[src/design/lsps_pkg.sv]
// Shared types, constants and the per-stage divide/square-root step for the
// linear speed profile block. No dependencies.
package lsps_pkg;

    localparam int VAL_W   = 16;                 // every data field of the ports
    localparam int SQ_W    = 2 * VAL_W;          // speed squared, quotient
    localparam int RAD_W   = SQ_W + 2;           // sum of squares, padded to even
    localparam int ROOT_W  = RAD_W / 2;          // distance
    localparam int SREM_W  = ROOT_W + 3;         // square-root partial remainder
    localparam int DREM_W  = VAL_W + 1;          // divider partial remainder
    localparam int N_ITER  = SQ_W;               // one quotient bit per stage
    localparam int N_SQRT  = ROOT_W;             // one root bit per stage
    localparam int CFG_IDX_W = 2;

    typedef logic [CFG_IDX_W-1:0] t_cfg_idx;
    localparam t_cfg_idx CFG_ACCEL_STEP = 2'd0;
    localparam t_cfg_idx CFG_SPEED_LIM  = 2'd1;
    localparam t_cfg_idx CFG_POS_TOL    = 2'd2;

    typedef struct packed {
        logic [SQ_W-1:0]   quo_num;  // dividend shifts out, quotient shifts in
        logic [DREM_W-1:0] drem;
        logic [RAD_W-1:0]  rad;      // radicand, two bits consumed per step
        logic [SREM_W-1:0] srem;
        logic [ROOT_W-1:0] root;
        logic [VAL_W-1:0]  speed;
    } t_stage;

    // One restoring divide step, and one square-root digit when do_sqrt is set.
    function automatic t_stage iter_step(t_stage s, logic [VAL_W-1:0] divisor,
                                         logic do_sqrt);
        logic [DREM_W-1:0] dr;
        logic [DREM_W:0]   dsub;
        logic [SREM_W-1:0] sr;
        logic [SREM_W:0]   ssub;
        t_stage            o;
        o    = s;
        dr   = {s.drem[DREM_W-2:0], s.quo_num[SQ_W-1]};
        dsub = {1'b0, dr} - {2'b00, divisor};
        if (!dsub[DREM_W]) begin
            o.drem    = dsub[DREM_W-1:0];
            o.quo_num = {s.quo_num[SQ_W-2:0], 1'b1};
        end else begin
            o.drem    = dr;
            o.quo_num = {s.quo_num[SQ_W-2:0], 1'b0};
        end
        if (do_sqrt) begin
            sr   = {s.srem[SREM_W-3:0], s.rad[RAD_W-1:RAD_W-2]};
            ssub = {1'b0, sr} - {2'b00, s.root, 2'b01};
            if (!ssub[SREM_W]) begin
                o.srem = ssub[SREM_W-1:0];
                o.root = {s.root[ROOT_W-2:0], 1'b1};
            end else begin
                o.srem = sr;
                o.root = {s.root[ROOT_W-2:0], 1'b0};
            end
            o.rad = {s.rad[RAD_W-3:0], 2'b00};
        end
        return o;
    endfunction

endpackage

[src/design/lsps_iter_pipe.sv]
// Pipelined divider (speed^2 / accel_step) and integer square root, one bit
// per stage with a shared global advance. Depends on lsps_pkg.
module lsps_iter_pipe
    import lsps_pkg::*;
(
    input  logic             i_clk,
    input  logic             i_rst_n,
    input  logic             i_en,
    input  logic             i_valid,
    input  t_stage           i_stage,
    input  logic [VAL_W-1:0] i_divisor,
    output logic             o_valid,
    output t_stage           o_stage
);

    logic   r_valid [N_ITER];
    t_stage r_st    [N_ITER];
    t_stage n_st    [N_ITER];

    always_comb begin
        n_st[0] = iter_step(i_stage, i_divisor, 1'b1);
        for (int k = 1; k < N_ITER; k++) begin
            n_st[k] = iter_step(r_st[k-1], i_divisor, logic'(k < N_SQRT));
        end
    end

    always_ff @(posedge i_clk) begin
        if (!i_rst_n) begin
            for (int k = 0; k < N_ITER; k++) begin
                r_valid[k] <= 1'b0;
            end
        end else if (i_en) begin
            r_valid[0] <= i_valid;
            for (int k = 1; k < N_ITER; k++) begin
                r_valid[k] <= r_valid[k-1];
            end
        end
    end

    always_ff @(posedge i_clk) begin
        if (i_en) begin
            for (int k = 0; k < N_ITER; k++) begin
                r_st[k] <= n_st[k];
            end
        end
    end

    assign o_valid = r_valid[N_ITER-1];
    assign o_stage = r_st[N_ITER-1];

    a_hold_on_stall: assert property (@(posedge i_clk) disable iff (!i_rst_n)
        !i_en |=> $stable(r_valid[N_ITER-1]) && $stable(r_st[N_ITER-1]))
        else $error("iteration pipe moved while stalled");

    a_root_rem: assert property (@(posedge i_clk) disable iff (!i_rst_n)
        r_valid[N_ITER-1] |-> r_st[N_ITER-1].srem <= {r_st[N_ITER-1].root, 1'b0})
        else $error("square-root remainder out of range");

endmodule

[config.mk]
export PLATFORM = sky130hd
export DESIGN_NAME = lsps_iter_pipe
export DESIGN_NICKNAME = d
export VERILOG_FILES = /design/src/design/lsps_pkg.sv /design/src/design/lsps_iter_pipe.sv
export SDC_FILE = /design/constraint.sdc
export NUM_CORES = 2
export LEC_CHECK = 0
export ABC_AREA = 1
export BUFFER_PORTS_ARGS = -buffer_cell sky130_fd_sc_hd__buf_2
export CAP_MARGIN = 20
export CORE_MARGIN = 2
export CORE_UTILIZATION = 48
export CTS_CLUSTER_DIAMETER = 40
export CTS_CLUSTER_SIZE = 25
export DETAILED_ROUTE_END_ITERATION = 8
export SYNTH_ARGS = -nofsm -noshare
export SYNTH_HDL_FRONTEND = slang
export SYNTH_MEMORY_MAX_BITS = 65536
export SYNTH_SLANG_ARGS = --single-unit
export TNS_END_PERCENT = 10
[constraint.sdc]
create_clock -name i_clk -period 2.6 [get_ports i_clk]
set_input_delay 0.13 -clock i_clk [delete_from_list [all_inputs] [get_ports i_clk]]
set_output_delay 0.13 -clock i_clk [all_outputs]
set_load 0.005 [all_outputs]
==> results.json <==
{
  "num_rows": 215,
  "remaining_drc_errors": 0,
  "worst_setup_path_start_kind": "input pin",
  "clkLatencyLatePin_ns": 0.98,
  "hold-worst-slack_ns": 0.115,
  "final_common_cell": "nand2_1",
  "antenna_found_initial": 16,
  "grt_pass1_vias": 102168,
  "fmax_mhz": 387,
  "vias": 104824,
  "seqCellArea_sq_um": 105000,
  "p_sw_mw": 79.0,
  "cp-end-kind": "flop",
  "ys_seq_area_frac": 0.637,
  "numCtsBuffers": 460,
  "r2r_setup_slack_ns": 0.18,
  "max-slew-margin-rel": 0.519,
  "core_area_sq_um": 343000,
  "final.min_clock_period_ns": 2.59,
  "setup_viol": 0,
  "postSynthCellCount": 14781,
  "track_usage": 0.193,
  "final-hold-violation-count": 0,
  "avgRoutedWirePerCell_um": 16.1,
  "cp_top_family": "buffers and inverters",
  "routed_wl_um": 340000,
  "cts_tree": "done",
  "syn_area_per_cell_sq_um": 11.2,
  "required_ns": 3.29,
  "p_sw_frac": 0.352,
  "syn_area_sq_um": 165000,
  "slew_viol_final": 0,
  "ys_types": 38,
  "power_density_nw_per_um2": 1150,
  "critPathCapture": "r_st[0][89]",
  "h-tree-depth": 5,
  "grt_pass1_wl_um": 541000,
  "min_period_over_period": 0.994,
  "clock_sinks": 3505,
  "r2r-start": "r_st[0][438]",
  "skew_ns": 0.0617,
  "synth_ff_type": "edfxtp_1",
  "nNetsFinal": 17183,
  "clk_root_buffer_cell": "clkbuf_16",
  "die_w_um": 591,
  "io_buffer_count": 255,
  "yosys_register_bits": 3505,
  "max_stage_delay_ns": 0.57,
  "clkSlewWorstSetupHoldPaths_ns": 0.06,
  "drt_pass1_iterations": 6,
  "async_flop_share": 0,
  "multi_input_area_sq_um": 51300,
  "viasPerCell": 4.96,
  "crit_type": "in -> reg",
  "gr-total-overflow": 0,
  "n_fill_cell": 28837,
  "place_congestion": 0.886,
  "drive_above_1_share": 0.126,
  "final_util": 0.570,
  "r2r_end": "r_st[0][585]",
  "power.share.clock": 0.288,
  "hp-class": "in -> reg",
  "cp-startpoint": "i_stage[94]",
  "leakage_nw": 82.3,
  "p_int_mw": 145,
  "tightest_slew_ns": 0.722,
  "outcome": "completed",
  "reg2reg_depth": 8,
  "crit_chain": "dlygate4sd3_1 > buf_2 > ha_1 > nand2_1 > nand2_1 > inv_1 > nand2_1 > inv_1 > nand3_2 > nand2_4 > nand2_8 > nor2_1 > dlygate4sd3_1 > a21oi_1 > dlygate4sd3_1",
  "start_util": 0.482,
  "dpl.hpwl_um": 245000,
  "initialDrtViolationCount": 6794,
  "combPwrFrac": 0.346,
  "grt_max_degree": 128,
  "seq_power_share": 0.366,
  "arrival_ns": 3.27,
  "cap_violations": 0,
  "path_buf_inv": 6,
  "critPathSlowestCell": "dlygate4sd3_1",
  "min_path_cells": 7,
  "synth_warnings": 0,
  "ir_worst_vdd_uv": 670,
  "mostFrequentLayoutCells": "3,693 x nand2_1, 3,505 x edfxtp_1, 1,737 x inv_1",
  "ios": 293,
  "postRouteAntennaNets": 0,
  "dieHeight_um": 591,
  "clock_tree.buffer_depth": 4,
  "synth_edf_count": 3505,
  "path_max_fanout": 13,
  "syn2layout_area_growth_pct": 18.3,
  "die_area_sq_um": 349000,
  "cp_num_cells": 15
}
==> worst register-to-register path: stages (launching register included) <==
cell and delay, ns:
edfxtp_1 0.39, inv_1 0.06, ha_1 0.38, nand4_1 0.26
a21oi_1 0.10, nor2_2 0.29, nand3_2 0.15, buf_12 0.20
o21ai_0 0.33
==> what timing repair did <==
item / CTS / global route
setup endpoints to repair: 0 / 17
gates resized for setup: 0 / 28
hold buffers: 291 / 0
endpoints found under the hold margin: 1214 / 0
buffers inserted: 0 / 6
==> registers in the layout (all words and copies together) (netlist names) <==
register  flops
r_st       3473
r_valid      32
==> how the worst min path moves through the flow <==
stage	end	from	slack (ns)
after floorplan	r_st[0][0]	i_stage[0]	0.23
after global placement	r_st[0][106]	i_stage[105]	0.31
after detailed placement	r_st[0][78]	i_stage[76]	0.31
after CTS	r_st[0][16]	i_stage[49]	0.00006
after global routing	r_st[0][1048]	i_divisor[9]	0.10
final	r_st[0][16]	i_stage[49]	0.12
==> cells in the mapped netlist (41+ instances only) <==
| master | instances | area, sq um |
|---|---|---|
| a21oi_1 | 798 | 3990 |
| a21oi_2 | 43 | 377 |
| buf_4 | 151 | 1130 |
| buf_6 | 74 | 833 |
| edfxtp_1 | 3505 | 105000 |
| ha_1 | 818 | 10200 |
| inv_1 | 1753 | 6580 |
| nand2_1 | 3698 | 13900 |
| nand2_2 | 68 | 425 |
| nand3_1 | 878 | 4390 |
| nand3_2 | 61 | 611 |
| nand3b_1 | 244 | 1830 |
| nand4_1 | 178 | 1110 |
| nor2_1 | 1181 | 4430 |
| nor3_1 | 165 | 826 |
| o21ai_0 | 379 | 1900 |
| o21ai_1 | 41 | 205 |
| xnor2_1 | 242 | 2120 |
| xor2_1 | 168 | 1470 |
==> layout make-up <==
class                           count  share of cell area
Antenna cell                       17            0.000218
Clock buffer                      485              0.0599
Multi-Input combinational cell   9270               0.262
Inverter                         1785              0.0343
Clock inverter                    379              0.0234
Timing Repair Buffer             1155              0.0517
Sequential cell                  3505               0.539
Tap cell                         4557              0.0292
==> power by group through the flow <==
stage	Clock, mW	Combinational [mW]	Sequential (mW)
after floorplan	0	57.1	80.3
after global placement	0	76.2	83.2
after detailed placement	0	76.9	83.3
after CTS	66.5	77.8	82.2
after global routing	68.8	88.7	83.0
final	64.6	77.7	82.1
==> per-stage QoR <==
step	power [mW]	instances	setup WS, ns	instance area [sq um]	TNS (ns)
final	224	21153	0.0145	195000	0
after floorplan	137	14814	0.224	165000	0
after CTS	227	21131	0.00723	195000	0
after detailed placement	160	19976	0.109	176000	0
after global placement	159	19976	0.130	176000	0
after global routing	241	21152	-0.0183	195000	-0.0339
==> metal layers <==
layer / track usage / routed length (um) / share of wire / up-vias
met5: 0 / 52 / 0.00015 / -
met4: 0.0675 / 11500 / 0.034 / 8
met3: 0.0269 / 13400 / 0.039 / 607
met2: 0.332 / 165000 / 0.48 / 1853
met1: 0.251 / 150000 / 0.44 / 48746
li1: - / - / - / 53610
==> cell families (layout without fill, tap and decap cells) <==
| logic type | after synthesis | after routing | synth area share |
|---|---|---|---|
| AO/OA/AOI/OAI | 1352 | 1352 | 0.0444 |
| adder cells (fa/ha/maj) | 850 | 850 | 0.0659 |
| flip-flops | 3505 | 3505 | 0.637 |
| other | 1 | 51 | 0.0000227 |
| AND/OR/NAND/NOR | 6623 | 6624 | 0.177 |
| buffers and inverters | 2040 | 3804 | 0.0536 |
| XOR/XNOR | 410 | 410 | 0.0217 |
Note: power is estimated with default switching activity, not from simulation.
